--- src/sv/i2cm_pkg.sv ---
// Shared types, codes and the step-to-operation table of the I2C master byte engine.
// No dependencies; all other files import this package.
`default_nettype none

package i2cm_pkg;

    // Configuration register indexes and reset values
    localparam int CFG_IDX_W = 2;
    localparam logic [CFG_IDX_W-1:0] CFG_PHASE_TICKS   = 2'd0;
    localparam logic [CFG_IDX_W-1:0] CFG_STRETCH_LIMIT = 2'd1;
    localparam logic [15:0] PHASE_TICKS_RESET   = 16'd5;
    localparam logic [15:0] STRETCH_LIMIT_RESET = 16'd1000;

    // Queue between front and back
    localparam int QUEUE_DEPTH = 2;
    localparam int QUEUE_PTR_W = $clog2(QUEUE_DEPTH);
    localparam int QUEUE_CNT_W = $clog2(QUEUE_DEPTH + 1);

    // Bit counter: eight data bits, then the acknowledge slot
    localparam logic [3:0] BIT_LAST_DATA = 4'd7;
    localparam logic [3:0] BIT_ACK_SLOT  = 4'd8;

    // Raw command codes on the input channel
    localparam logic [2:0] CODE_TICK  = 3'd0;
    localparam logic [2:0] CODE_START = 3'd1;
    localparam logic [2:0] CODE_STOP  = 3'd2;
    localparam logic [2:0] CODE_WRITE = 3'd3;
    localparam logic [2:0] CODE_READ  = 3'd4;

    typedef enum logic [2:0] {
        CMD_TICK,
        CMD_START,
        CMD_STOP,
        CMD_WRITE,
        CMD_READ
    } cmd_kind_t;

    typedef enum logic [3:0] {
        OP_NONE,
        OP_SCL_LOW,
        OP_SCL_REL,
        OP_SDA_LOW,
        OP_SDA_REL,
        OP_SDA_BIT,
        OP_DELAY,
        OP_POLL,
        OP_SAMPLE
    } op_t;

    typedef enum logic [4:0] {
        STEP_IDLE       = 5'd0,
        STEP_ST_SDA_REL = 5'd1,
        STEP_ST_SCL_REL = 5'd2,
        STEP_ST_DLY0    = 5'd3,
        STEP_ST_SDA_LOW = 5'd4,
        STEP_ST_DLY1    = 5'd5,
        STEP_ST_SCL_LOW = 5'd6,
        STEP_SP_SCL_LOW = 5'd7,
        STEP_SP_DLY0    = 5'd8,
        STEP_SP_SDA_LOW = 5'd9,
        STEP_SP_DLY1    = 5'd10,
        STEP_SP_SCL_REL = 5'd11,
        STEP_SP_DLY2    = 5'd12,
        STEP_SP_SDA_REL = 5'd13,
        STEP_SP_DLY3    = 5'd14,
        STEP_WB_SDA     = 5'd15,
        STEP_WB_DLY0    = 5'd16,
        STEP_WB_SCL_REL = 5'd17,
        STEP_WB_POLL    = 5'd18,
        STEP_WB_DLY1    = 5'd19,
        STEP_WB_SCL_LOW = 5'd20,
        STEP_RB_SDA_REL = 5'd21,
        STEP_RB_DLY0    = 5'd22,
        STEP_RB_SCL_REL = 5'd23,
        STEP_RB_POLL    = 5'd24,
        STEP_RB_DLY1    = 5'd25,
        STEP_RB_SAMPLE  = 5'd26,
        STEP_RB_SCL_LOW = 5'd27,
        STEP_FIN        = 5'd28
    } step_t;

    typedef struct packed {
        logic [2:0] command;
        logic [7:0] data_byte;
        logic       read_ack;
        logic       scl_in;
        logic       sda_in;
    } cmd_in_t;

    typedef struct packed {
        logic       scl_pull_low;
        logic       sda_pull_low;
        logic       busy_res;
        logic       done_res;
        logic [7:0] received_byte;
        logic       nack_seen;
        logic       stretch_timeout;
        logic       rejected;
    } res_t;

    // Classified beat held in the queue
    typedef struct packed {
        cmd_kind_t  kind;
        logic [7:0] data_byte;
        logic       read_ack;
        logic       scl_in;
        logic       sda_in;
    } q_item_t;

    // Pin operation performed at each sequence step
    function automatic op_t step_op(input step_t s);
        op_t op;
        unique case (s)
            STEP_ST_SDA_REL, STEP_SP_SDA_REL, STEP_RB_SDA_REL: op = OP_SDA_REL;
            STEP_ST_SCL_REL, STEP_SP_SCL_REL, STEP_WB_SCL_REL,
            STEP_RB_SCL_REL:                                   op = OP_SCL_REL;
            STEP_ST_SDA_LOW, STEP_SP_SDA_LOW:                  op = OP_SDA_LOW;
            STEP_ST_SCL_LOW, STEP_SP_SCL_LOW, STEP_WB_SCL_LOW,
            STEP_RB_SCL_LOW:                                   op = OP_SCL_LOW;
            STEP_ST_DLY0, STEP_ST_DLY1, STEP_SP_DLY0, STEP_SP_DLY1,
            STEP_SP_DLY2, STEP_SP_DLY3, STEP_WB_DLY0, STEP_WB_DLY1,
            STEP_RB_DLY0, STEP_RB_DLY1:                        op = OP_DELAY;
            STEP_WB_SDA:                                       op = OP_SDA_BIT;
            STEP_WB_POLL, STEP_RB_POLL:                        op = OP_POLL;
            STEP_RB_SAMPLE:                                    op = OP_SAMPLE;
            default:                                           op = OP_NONE;
        endcase
        return op;
    endfunction

endpackage

`default_nettype wire

--- src/sv/i2cm_front.sv ---
// Front end: decodes the raw command code of each input beat into a command kind.
// Depends on i2cm_pkg.
`default_nettype none

module i2cm_front (
    input  wire  logic               in_valid,
    output logic                     in_ready,
    input  wire  i2cm_pkg::cmd_in_t  in_data,
    output logic                     push_valid,
    input  wire  logic               push_ready,
    output i2cm_pkg::q_item_t        push_item
);
    import i2cm_pkg::*;

    cmd_kind_t kind;

    // Unknown codes act as plain ticks
    always_comb
    begin
        unique case (in_data.command)
            CODE_START: kind = CMD_START;
            CODE_STOP:  kind = CMD_STOP;
            CODE_WRITE: kind = CMD_WRITE;
            CODE_READ:  kind = CMD_READ;
            default:    kind = CMD_TICK;
        endcase
    end

    assign push_valid          = in_valid;
    assign in_ready            = push_ready;
    assign push_item.kind      = kind;
    assign push_item.data_byte = in_data.data_byte;
    assign push_item.read_ack  = in_data.read_ack;
    assign push_item.scl_in    = in_data.scl_in;
    assign push_item.sda_in    = in_data.sda_in;

endmodule

`default_nettype wire

--- src/sv/i2cm_queue.sv ---
// Short FIFO of classified beats between the front end and the engine.
// Depends on i2cm_pkg.
`default_nettype none

module i2cm_queue (
    input  wire  logic                clk,
    input  wire  logic                rst_n,
    input  wire  logic                push_valid,
    output logic                      push_ready,
    input  wire  i2cm_pkg::q_item_t   push_item,
    output logic                      pop_valid,
    input  wire  logic                pop_ready,
    output i2cm_pkg::q_item_t         pop_item
);
    import i2cm_pkg::*;

    q_item_t                entries_reg [QUEUE_DEPTH];
    logic [QUEUE_PTR_W-1:0] wr_ptr_reg;
    logic [QUEUE_PTR_W-1:0] rd_ptr_reg;
    logic [QUEUE_CNT_W-1:0] count_reg;
    logic [QUEUE_CNT_W-1:0] count_next;
    logic                   push;
    logic                   pop;

    assign push_ready = (count_reg != QUEUE_CNT_W'(QUEUE_DEPTH));
    assign pop_valid  = (count_reg != '0);
    assign pop_item   = entries_reg[rd_ptr_reg];
    assign push       = push_valid && push_ready;
    assign pop        = pop_valid && pop_ready;

    always_comb
    begin
        count_next = count_reg;
        if (push && !pop)
        begin
            count_next = count_reg + 1'b1;
        end
        else if (pop && !push)
        begin
            count_next = count_reg - 1'b1;
        end
    end

    always_ff @(posedge clk or negedge rst_n)
    begin
        if (!rst_n)
        begin
            wr_ptr_reg <= '0;
            rd_ptr_reg <= '0;
            count_reg  <= '0;
        end
        else
        begin
            if (push)
            begin
                wr_ptr_reg <= wr_ptr_reg + 1'b1;
            end
            if (pop)
            begin
                rd_ptr_reg <= rd_ptr_reg + 1'b1;
            end
            count_reg <= count_next;
        end
    end

    always_ff @(posedge clk)
    begin
        if (push)
        begin
            entries_reg[wr_ptr_reg] <= push_item;
        end
    end

endmodule

`default_nettype wire

--- src/sv/i2cm_engine.sv ---
// Back end: runs the pin sequencer one tick per popped beat and registers the result.
// Holds the configuration registers. Depends on i2cm_pkg.
`default_nettype none

module i2cm_engine (
    input  wire  logic                          clk,
    input  wire  logic                          rst_n,
    input  wire  logic                          cfg_valid,
    output logic                                cfg_ready,
    input  wire  logic [i2cm_pkg::CFG_IDX_W-1:0] cfg_index,
    input  wire  logic [15:0]                   cfg_data,
    input  wire  logic                          pop_valid,
    output logic                                pop_ready,
    input  wire  i2cm_pkg::q_item_t             pop_item,
    output logic                                out_valid,
    input  wire  logic                          out_ready,
    output i2cm_pkg::res_t                      out_data
);
    import i2cm_pkg::*;

    // Configuration
    logic [15:0] phase_ticks_reg;
    logic [15:0] stretch_limit_reg;

    // Sequencer state
    step_t       step_reg, step_next, step_a, step_run;
    logic [15:0] phase_reg, phase_next, phase_a;
    logic [15:0] stretch_reg, stretch_next, stretch_a;
    logic [3:0]  bit_index_reg, bit_index_next, bit_index_a;
    logic [7:0]  shift_reg, shift_next, shift_a;
    logic        drv_scl_reg, drv_scl_next;
    logic        drv_sda_reg, drv_sda_next;
    logic        nack_reg, nack_next, nack_a;
    logic        timeout_reg, timeout_next, timeout_a;
    logic        ack_reg, ack_next;
    logic [7:0]  rx_reg, rx_next;

    // Result register
    logic        out_valid_reg;
    res_t        out_data_reg;
    res_t        res_c;

    logic        pop;
    logic        idle;
    logic        is_cmd;
    logic        active;
    logic        run;
    op_t         op;
    logic        abort;
    logic        tx_bit;
    logic        done_c;
    logic [15:0] wait_val;

    assign cfg_ready = 1'b1;
    assign pop_ready = !out_valid_reg || out_ready;
    assign pop       = pop_valid && pop_ready;
    assign out_valid = out_valid_reg;
    assign out_data  = out_data_reg;

    assign idle   = (step_reg == STEP_IDLE);
    assign is_cmd = (pop_item.kind != CMD_TICK);

    // Command acceptance: applied before the tick's pin operation
    always_comb
    begin
        step_a      = step_reg;
        phase_a     = phase_reg;
        stretch_a   = stretch_reg;
        bit_index_a = bit_index_reg;
        shift_a     = shift_reg;
        nack_a      = nack_reg;
        timeout_a   = timeout_reg;
        ack_next    = ack_reg;
        if (idle && is_cmd)
        begin
            timeout_a   = 1'b0;
            bit_index_a = '0;
            phase_a     = '0;
            stretch_a   = '0;
            unique case (pop_item.kind)
                CMD_START: step_a = STEP_ST_SDA_REL;
                CMD_STOP:  step_a = STEP_SP_SCL_LOW;
                CMD_WRITE:
                begin
                    nack_a  = 1'b0;
                    shift_a = pop_item.data_byte;
                    step_a  = STEP_WB_SDA;
                end
                CMD_READ:
                begin
                    ack_next = pop_item.read_ack;
                    shift_a  = '0;
                    step_a   = STEP_RB_SDA_REL;
                end
                default: ;
            endcase
        end
    end

    assign active   = (step_a != STEP_IDLE);
    assign run      = active && (phase_a == '0);
    assign op       = step_op(step_a);
    assign abort    = run && (op == OP_POLL) && !pop_item.scl_in
                      && (stretch_a >= stretch_limit_reg);
    assign tx_bit   = (bit_index_a < BIT_ACK_SLOT) ? shift_a[7] : !ack_reg;
    assign wait_val = (phase_ticks_reg == '0) ? '0 : phase_ticks_reg - 16'd1;

    // Next step
    always_comb
    begin
        step_run = step_a;
        if (run)
        begin
            unique case (op)
                OP_NONE: step_run = STEP_FIN;
                OP_POLL: step_run = pop_item.scl_in ? step_t'(step_a + 5'd1) : step_a;
                default: step_run = step_t'(step_a + 5'd1);
            endcase
            if (step_a == STEP_WB_SCL_LOW)
            begin
                if (bit_index_a < BIT_LAST_DATA)
                begin
                    step_run = STEP_WB_SDA;
                end
                else if (bit_index_a == BIT_LAST_DATA)
                begin
                    step_run = STEP_RB_SDA_REL;
                end
                else
                begin
                    step_run = STEP_FIN;
                end
            end
            else if (step_a == STEP_RB_SCL_LOW)
            begin
                if (bit_index_a < BIT_LAST_DATA)
                begin
                    step_run = STEP_RB_SDA_REL;
                end
                else if (bit_index_a == BIT_LAST_DATA)
                begin
                    step_run = STEP_WB_SDA;
                end
                else
                begin
                    step_run = STEP_FIN;
                end
            end
        end
        step_next = step_run;
        if (abort)
        begin
            step_next = STEP_IDLE;
        end
        else if (active && (step_run == STEP_FIN) && (phase_next == '0))
        begin
            step_next = STEP_IDLE;
        end
    end

    // Datapath and status for this tick
    always_comb
    begin
        phase_next     = phase_a;
        stretch_next   = stretch_a;
        bit_index_next = bit_index_a;
        shift_next     = shift_a;
        drv_scl_next   = drv_scl_reg;
        drv_sda_next   = drv_sda_reg;
        nack_next      = nack_a;
        timeout_next   = timeout_a;
        rx_next        = rx_reg;
        if (active)
        begin
            if (phase_a != '0)
            begin
                phase_next = phase_a - 16'd1;
            end
            else
            begin
                unique case (op)
                    OP_SCL_LOW:
                    begin
                        drv_scl_next = 1'b1;
                        phase_next   = wait_val;
                    end
                    OP_SCL_REL:
                    begin
                        drv_scl_next = 1'b0;
                        stretch_next = '0;
                        phase_next   = wait_val;
                    end
                    OP_SDA_LOW:
                    begin
                        drv_sda_next = 1'b1;
                        phase_next   = wait_val;
                    end
                    OP_SDA_REL:
                    begin
                        drv_sda_next = 1'b0;
                        phase_next   = wait_val;
                    end
                    OP_SDA_BIT:
                    begin
                        if (bit_index_a < BIT_ACK_SLOT)
                        begin
                            shift_next = {shift_a[6:0], 1'b0};
                        end
                        drv_sda_next = !tx_bit;
                        phase_next   = wait_val;
                    end
                    OP_DELAY: phase_next = wait_val;
                    OP_POLL:
                    begin
                        if (!pop_item.scl_in && !abort)
                        begin
                            stretch_next = stretch_a + 16'd1;
                            phase_next   = wait_val;
                        end
                    end
                    OP_SAMPLE:
                    begin
                        if (bit_index_a < BIT_ACK_SLOT)
                        begin
                            shift_next = {shift_a[6:0], pop_item.sda_in};
                        end
                        else if (pop_item.sda_in)
                        begin
                            nack_next = 1'b1;
                        end
                        phase_next = wait_val;
                    end
                    default: ;
                endcase
                // Advance the bit counter at the end of each data bit slot
                if (((step_a == STEP_WB_SCL_LOW) || (step_a == STEP_RB_SCL_LOW))
                    && (bit_index_a < BIT_ACK_SLOT))
                begin
                    bit_index_next = bit_index_a + 4'd1;
                end
                if ((step_a == STEP_RB_SCL_LOW) && (bit_index_a == BIT_LAST_DATA))
                begin
                    rx_next = shift_a;
                end
            end
            if (abort)
            begin
                phase_next   = '0;
                timeout_next = 1'b1;
            end
        end
    end

    assign done_c = abort || (active && (step_run == STEP_FIN) && (phase_next == '0));

    assign res_c.scl_pull_low    = drv_scl_next;
    assign res_c.sda_pull_low    = drv_sda_next;
    assign res_c.busy_res        = (step_next != STEP_IDLE);
    assign res_c.done_res        = done_c;
    assign res_c.received_byte   = rx_next;
    assign res_c.nack_seen       = nack_next;
    assign res_c.stretch_timeout = timeout_next;
    assign res_c.rejected        = !idle && is_cmd;

    always_ff @(posedge clk or negedge rst_n)
    begin
        if (!rst_n)
        begin
            phase_ticks_reg   <= PHASE_TICKS_RESET;
            stretch_limit_reg <= STRETCH_LIMIT_RESET;
            step_reg          <= STEP_IDLE;
            phase_reg         <= '0;
            stretch_reg       <= '0;
            bit_index_reg     <= '0;
            shift_reg         <= '0;
            drv_scl_reg       <= 1'b0;
            drv_sda_reg       <= 1'b0;
            nack_reg          <= 1'b0;
            timeout_reg       <= 1'b0;
            ack_reg           <= 1'b0;
            rx_reg            <= '0;
            out_valid_reg     <= 1'b0;
        end
        else
        begin
            if (cfg_valid && cfg_ready)
            begin
                if (cfg_index == CFG_PHASE_TICKS)
                begin
                    phase_ticks_reg <= cfg_data;
                end
                else if (cfg_index == CFG_STRETCH_LIMIT)
                begin
                    stretch_limit_reg <= cfg_data;
                end
            end
            if (pop)
            begin
                step_reg      <= step_next;
                phase_reg     <= phase_next;
                stretch_reg   <= stretch_next;
                bit_index_reg <= bit_index_next;
                shift_reg     <= shift_next;
                drv_scl_reg   <= drv_scl_next;
                drv_sda_reg   <= drv_sda_next;
                nack_reg      <= nack_next;
                timeout_reg   <= timeout_next;
                ack_reg       <= ack_next;
                rx_reg        <= rx_next;
                out_valid_reg <= 1'b1;
            end
            else if (out_ready)
            begin
                out_valid_reg <= 1'b0;
            end
        end
    end

    always_ff @(posedge clk)
    begin
        if (pop)
        begin
            out_data_reg <= res_c;
        end
    end

endmodule

`default_nettype wire

--- src/sv/i2c_master_byte_engine.sv ---
// I2C master byte engine, top level: front decoder, beat queue and pin sequencer.
// Depends on i2cm_pkg, i2cm_front, i2cm_queue and i2cm_engine.
//
// Usage:
//   Each input beat is one bus tick: the sampled SCL/SDA levels plus an optional
//   command (start, stop, write byte, read byte). Every input beat yields exactly
//   one result beat with the open-drain pull controls and status after that tick.
//   Commands are taken only while the sequencer is idle; a command that arrives
//   while busy is dropped and flagged as rejected on its result beat.
//   Configuration (phase_ticks, stretch_limit) goes through the cfg channel,
//   which is always ready; write it only while no beats are outstanding.
// Timing:
//   A beat accepted by the queue is stored there, popped by the sequencer once the
//   result register can take it, and its result is registered onto out_*.
//   Sustained rate is one beat per cycle while out_ready stays high, set by the single-tick sequencer step.
//   A two-beat queue sits between the front end and the sequencer, and a result
//   register follows the sequencer; when out_ready drops, the sequencer holds and
//   in_ready falls as soon as the queue holds two beats. Nothing is dropped while
//   stalled.
// Reset:
//   rst_n clears the queue and the result valid flag, returns the sequencer to
//   idle with both lines released, and loads phase_ticks 5 and stretch_limit 1000.
`default_nettype none

module i2c_master_byte_engine (
    input  wire  logic                           clk,
    input  wire  logic                           rst_n,
    input  wire  logic                           cfg_valid,
    output logic                                 cfg_ready,
    input  wire  logic [i2cm_pkg::CFG_IDX_W-1:0] cfg_index,
    input  wire  logic [15:0]                    cfg_data,
    input  wire  logic                           in_valid,
    output logic                                 in_ready,
    input  wire  i2cm_pkg::cmd_in_t              in_data,
    output logic                                 out_valid,
    input  wire  logic                           out_ready,
    output i2cm_pkg::res_t                       out_data
);
    import i2cm_pkg::*;

    // Front end to queue
    logic    push_valid;
    logic    push_ready;
    q_item_t push_item;

    // Queue to sequencer
    logic    pop_valid;
    logic    pop_ready;
    q_item_t pop_item;

    // Decode the command code of each beat
    i2cm_front u_front (
        .in_valid   (in_valid),
        .in_ready   (in_ready),
        .in_data    (in_data),
        .push_valid (push_valid),
        .push_ready (push_ready),
        .push_item  (push_item)
    );

    // Decouple the input side from result stalls
    i2cm_queue u_queue (
        .clk        (clk),
        .rst_n      (rst_n),
        .push_valid (push_valid),
        .push_ready (push_ready),
        .push_item  (push_item),
        .pop_valid  (pop_valid),
        .pop_ready  (pop_ready),
        .pop_item   (pop_item)
    );

    // Run one sequencer tick per beat and hold the result for the receiver
    i2cm_engine u_engine (
        .clk       (clk),
        .rst_n     (rst_n),
        .cfg_valid (cfg_valid),
        .cfg_ready (cfg_ready),
        .cfg_index (cfg_index),
        .cfg_data  (cfg_data),
        .pop_valid (pop_valid),
        .pop_ready (pop_ready),
        .pop_item  (pop_item),
        .out_valid (out_valid),
        .out_ready (out_ready),
        .out_data  (out_data)
    );

    // A finishing command leaves the engine idle
    assert property (@(posedge clk) disable iff (!rst_n)
        (out_valid && out_data.done_res) |-> !out_data.busy_res)
        else $error("done reported while still busy");

    // A stretch abort happens while polling, with SCL released
    assert property (@(posedge clk) disable iff (!rst_n)
        (out_valid && out_data.done_res && out_data.stretch_timeout)
        |-> !out_data.scl_pull_low)
        else $error("stretch abort with SCL still pulled low");

    // Input back-pressure only when beats are waiting in the queue
    assert property (@(posedge clk) disable iff (!rst_n)
        !in_ready |-> pop_valid)
        else $error("input stalled with an empty queue");

    // Popped beats only when the result register can take them
    assert property (@(posedge clk) disable iff (!rst_n)
        (out_valid && !out_ready && pop_valid) |=> $stable(out_data))
        else $error("result overwritten while the receiver stalls");

endmodule

`default_nettype wire
--- config.mk ---
export PLATFORM = sky130hd
export DESIGN_NAME = i2c_master_byte_engine
export DESIGN_NICKNAME = d
export VERILOG_FILES = /design/src/sv/i2cm_pkg.sv /design/src/sv/i2cm_front.sv /design/src/sv/i2cm_queue.sv /design/src/sv/i2cm_engine.sv /design/src/sv/i2c_master_byte_engine.sv
export SDC_FILE = /design/constraint.sdc
export NUM_CORES = 1
export LEC_CHECK = 0
export BUFFER_PORTS_ARGS = -buffer_cell sky130_fd_sc_hd__buf_2
export CORE_UTILIZATION = 62
export DETAILED_ROUTE_END_ITERATION = 12
export PLACE_DENSITY = 0.81
export SLEW_MARGIN = 20
export SYNTH_ARGS = -nofsm -noshare
export SYNTH_HDL_FRONTEND = slang
export SYNTH_SLANG_ARGS = --single-unit
--- constraint.sdc ---
create_clock -name clk -period 6.8 [get_ports clk]
set_input_delay 0.34 -clock clk [delete_from_list [all_inputs] [get_ports clk]]
set_output_delay 0.34 -clock clk [all_outputs]
set_load 0.1 [all_outputs]
After elaboration in Yosys (flattened, before gate mapping)

Memory sizes are Yosys's and may differ from the RTL's.
Index checks and enable logic that the tools add are counted.

Add/sub/neg operators: 9
$lt $le $gt $ge: 3
Eq/ne operators: 22
Multiplexer cells: 63
Bitwise gates (word level): 1
Reductions and logical operators: 43

Operators by type and width:

| cell                                                 | count |
|---|---|
| two-way mux 16 bit                                   | 10 |
| two-way mux 8 bit                                    | 8 |
| one-hot mux 16 bit (2 select lines)                  | 2 |
| two-way mux 5 bit                                    | 10 |
| zero test 16 bit                                     | 3 |
| one-hot mux 8 bit (2 select lines)                   | 2 |
| subtractor 16 x 1 -> 16 bit (second input constant)  | 2 |
| equality test 4 x 3 -> 1 bit (second input constant) | 5 |
| two-way mux 4 bit                                    | 5 |
| one-hot mux 5 bit (4 select lines)                   | 1 |
| two-way mux 1 bit                                    | 19 |
| adder 16 x 1 -> 16 bit (second input constant)       | 1 |
| greater-or-equal comparator 16 bit                   | 1 |
| nonzero test 16 bit                                  | 1 |
| equality test 5 bit (second input constant)          | 3 |
| logical AND 1 bit                                    | 15 |
| equality test 3 x 2 -> 1 bit (second input constant) | 4 |
| one-hot mux 3 bit (4 select lines)                   | 1 |
| one-hot mux 5 bit (2 select lines)                   | 1 |
| nonzero test 5 bit                                   | 2 |
| equality test 4 x 2 -> 1 bit (second input constant) | 2 |
| zero test 1 bit                                      | 8 |
| OR reduction 7 bit                                   | 1 |
| equality test 3 x 1 -> 1 bit (second input constant) | 2 |
| 24 further kinds                                     | 32 |

Flip-flop bits (word level): 114
RAM bits: 28
ROM bits: 128
Bits of input ports: 37
Output and inout port bits: 18
Word-level logic and storage cells: 168
Memories: 2

Memory list:

| name                | words | bits a word | rd ports | clocked after memory_dff | wr ports | line             | RTL |
|---|---|---|---|---|---|---|---|
| (name not given)    | 32    | 4           | 1        | 0                        | 0        | i2cm_pkg.sv:113  | `unique case (s)` |
| u_queue.entries_reg | 2     | 14          | 1        | 0                        | 1        | i2cm_queue.sv:17 | `q_item_t entries_reg [QUEUE_DEPTH];` |

Logic depth before layout (Yosys ltp)

An unclocked memory read counts as a cell.

Depth after elaboration: 21
Gate-level depth with buffers: 22
Mapped depth without buffers: 17

Modules after synthesis

From an unflattened synthesis, not the netlist that was laid out.

Cells, all modules: 948
Area, all modules: 9021.2 µm²

By module, submodules not included:

| module      | times used | cells an instance | area each (µm²) | seq. area each (µm²) |
|---|---|---|---|---|
| i2cm_engine | 1          | 870               | 7623.6          | 2837.7 |
| i2cm_queue  | 1          | 62                | 1270.0          | 940.9 |
| i2cm_front  | 1          | 16                | 127.6           | 0.0 |

Least setup slack after synthesis

OpenSTA, ideal clock, no wires.

Kind: register to register
Start: register u_engine.step_reg[0]
End: register u_engine.out_data_reg (netlist bit u_engine.out_data[12]) (data pin)
Setup time: 0.146 ns
Arrival: 5.174 ns
Data required time: 6.654 ns
Path slack: 1.480 ns
Stages on the path, launching flop included: 21
Path buffers: 5
Clock period less this slack: 5.320 ns
Cells stage by stage: dfrtp_1 -> or4_4 -> or4b_1 -> buf_2 -> clkbuf_1 -> clkbuf_1 -> clkbuf_1 -> clkbuf_1 -> and2_1 -> ha_1 -> a21oi_1 -> a211oi_1 -> o311a_1 -> a2111oi_0 -> o21ai_0 -> a31o_2 -> a21oi_2 -> a31oi_1 -> o2111ai_1 -> nor4b_4 -> a21oi_1

RTL lines:

| element                  | line               | RTL |
|---|---|---|
| start: declaration       | i2cm_engine.sv:26  | `step_t step_reg, step_next, step_a, step_run;` |
| start signal: assignment | i2cm_engine.sv:299 | `step_reg <= step_next;` |
| end signal: assignment   | i2cm_engine.sv:323 | `out_data_reg <= res_c;` |
| end: declaration         | i2cm_engine.sv:40  | `res_t out_data_reg;` |

==> impl_metrics.tcl <==
set metrics [dict create \
    htree_levels 4 \
    place_hpwl_um 16600 \
    syn_to_final_growth_pct 11.9 \
    chipWidth_um 121 \
    rows 43 \
    nFillCells 1102 \
    root_buffer "clkbuf_16" \
    grt_setup_unrepaired "false" \
    peakVddDrop_uv 501 \
    worst_pin_slew_ns 1.12 \
    hold_viol 0 \
    grt_pass1_wl_um 38000 \
    setup_viol 0 \
    finalNonFillerCells 1182 \
    fin_nets 1055 \
    drc 0 \
    p_per_area_nw_per_um2 461 \
    ys_warn_count 0 \
    syn-mean-instance-area_um2 9.35 \
    synth.yosys.seq_area_share 0.430 \
    clk_latency_ns 0.43 \
    num_antenna_cells 0 \
    ant_nets 0 \
    post_cts_buffers 0 \
    crit_type "reg2reg" \
    slew_viol_final 0 \
    drt_iter0_markers 762 \
    place_congestion 0.974 \
    drive_gt1_frac 0.188 \
    synth-async-reset-ratio 0.697 \
    numCtsBuffers 17 \
    synth-seq-cells 142 \
    ios 55 \
    cts_tree "yes" \
    dr.pass1.iters 7 \
    port_buffers 53 \
    final.setup.tns_ns 0 \
    grt_pass1_vias 7332 \
    cts_num_sinks 142 \
    grt_max_degree 65 \
    max_slew_margin 0.253 \
    path_clk_slew_ns 0.06 \
    vias 7825 \
    post-route-period-util 0.842 \
    status "complete, no violations" \
    start_util 0.634 \
    grt_overflow 0 \
    wl_per_cell_um 19.9 \
    cts.path.max_buffers 2 \
    drv_cap 0 \
    syn_nets 1007 \
    drt_wl_total_um 23600 \
    syn_inst 941 \
    min_path_type "in2reg" \
    syn_area_um2 8800 \
    dp_cells 1149 \
    synth-main-ff-cell "dfrtp_1" \
    antenna_found_initial 0 \
    viasPerCell 6.62 \
    critPathRequiredTime_ns 7.07 \
    dieHeight_um 121 \
    track_usage 0.338 \
    largest_register_ffs 28 \
    period_needed_ns 5.73 \
    max_freq_mhz 175 \
    power_leakage_nw 4.10 \
    core_region_area_um2 13900 \
    die-area_um2 14700 \
    startpoint_type "flop" \
    synth_edf_count 43 \
    cp.arrival_ns 6.00 \
    path_max_fanout 18 \
    cp-end-kind "flop" \
    yosysUniqueCellTypes 86 \
    fin_worst_skew_ns 0.00826 \
]
==> final timing paths <==
| path | start | end | slack (ns) | depth (start not counted) |
|---|---|---|---|---|
| min | in_data[9] | u_queue.entries_reg[1][9] | 0.1 | 1 |
| min reg2reg | u_engine.rx_reg[6] | u_engine.rx_reg[6] | 0.48 | 2 |
| max in group asynchronous | rst_n | u_engine.shift_reg[0] | 5.18 | 3 |
| max | u_engine.step_reg[2] | u_engine.out_data[12] | 1.07 | 16 |
| max reg2reg | u_engine.step_reg[2] | u_engine.out_data[12] | 1.07 | 16 |
| min in group asynchronous | rst_n | u_engine.phase_ticks_reg[9] | 0.42 | 2 |
==> through the flow <==
step	hold slack, ns	worst slack [ns]	utilization	power, mW	instance area (um2)
6_report	0.0982	1.07	0.709	4.54	9840
3_5_place_dp	0.336	1.20	0.668	3.59	9280
2_1_floorplan	0.0444	1.48	-	3.02	8800
4_1_cts	0.0920	1.17	0.709	4.47	9840
5_1_grt	0.0814	0.754	0.709	4.78	9840
3_3_place_gp	0.335	1.35	0.668	3.58	9280
==> Yosys cell counts (9+ instances only) <==
library cell  instances  share of area
nor3_1               24          0.014
a211oi_1              9         0.0077
edfxtp_1             43           0.15
nand2b_1             13         0.0092
o31ai_1              14          0.012
and2_1               18          0.013
or3_1                12         0.0085
nor2_1               58          0.025
mux2i_1              20          0.023
a31oi_1              23          0.016
o21ai_0              86          0.049
inv_1                28          0.012
nand2_1             152          0.065
xnor2_1              16          0.016
clkbuf_1             30          0.013
o211ai_1             10         0.0085
mux2_2               45          0.058
a21oi_1              39          0.022
nor4_1               12         0.0085
ha_1                 29          0.041
nand4_1               9         0.0064
dfrtp_1              91           0.26
nand3_1              18          0.010
==> per-layer routing <==
metal	vias up	part of all wire	track usage
met2	447	0.46	0.518
met3	53	0.093	0.0832
met5	-	0	0
li1	3583	-	-
met1	3742	0.42	0.470
met4	0	0.023	0.110
==> kinds of logic (layout without fill, tap and decap cells) <==
family                     Yosys count  after routing  share of synthesized area
xor gates and xnor gates            24             24                     0.0239
DFF                                142            142                      0.430
muxes                               65             65                     0.0804
adders and majority gates           29             29                     0.0413
other                                1              1                   0.000426
and+or+nand+nor                    356            356                      0.200
buffers and inverters               70            131                     0.0310
AOI/OAI and AO/OA                  254            254                      0.193
==> final cells by class <==
class / count / area, um2 / area share
multi-input combinational: 729 / 4780 / 0.486
sequential: 142 / 3780 / 0.384
clock buffer: 21 / 472 / 0.0479
timing repair buffer: 69 / 390 / 0.0397
tap: 180 / 225 / 0.0229
inverter: 30 / 113 / 0.0114
clock inverter: 11 / 85.1 / 0.00864
==> critical path, stage by stage, from the launching register on <==
cell and delay, ns:
dfrtp_1 0.46, or4_4 0.56, or4b_1 0.81, nand2_1 0.20, ha_1 0.24, nand2b_1 0.13, a21oi_1 0.20, a211oi_1 0.12
o311a_1 0.36, a2111oi_0 0.80, o21ai_0 0.17, a31o_2 0.32, a21oi_2 0.39, a31oi_1 0.21, o2111ai_1 0.34, nor4b_4 0.10
a21oi_1 0.15
==> cells in the final DEF, fill, tap and decap left out, types with 4 or more instances in the layout <==
master     synthesis  layout
xor2_1             8       8
nor4_2             4       4
buf_2              5      52
mux2_2            45      45
nor2_1            58      58
nand3_1           18      18
a21oi_1           39      39
xnor2_1           16      16
nand2_1          152     152
o31ai_1           14      13
dfrtp_1           91      91
a32o_1             4       4
buf_4              1      16
nor3b_1            5       4
ha_1              29      29
o21ai_0           86      86
and2_1            18      18
o41ai_1            4       4
a31oi_1           23      22
a21o_1             6       6
o221ai_1           4       4
nand2b_1          13      13
or3_1             12      12
nand4b_1           4       4
edfxtp_1          43      43
nor4_1            12      12
o22ai_1            6       6
or2_2              4       4
inv_1             28      28
o211ai_1          10      10
dfstp_2            8       8
clkinv_4           0       5
nor3_1            24      24
a211oi_1           9       9
mux2i_1           20      20
clkbuf_16          0      18
nand4_1            9       9
a211o_1            5       5
==> where the power goes <==
group	switching [mW]	leakage, nW	total, mW	internal [mW]
registers	0.189	1.64	1.31	1.12
clock network	0.372	0.265	0.871	0.499
logic	1.63	2.19	2.36	0.727
==> what timing repair did <==
action | CTS | global route
hold buffers | 1 | 0
endpoints found under the hold margin | 30 | 0
gates resized for setup | 0 | 0
(Power assumes the default switching activity.)
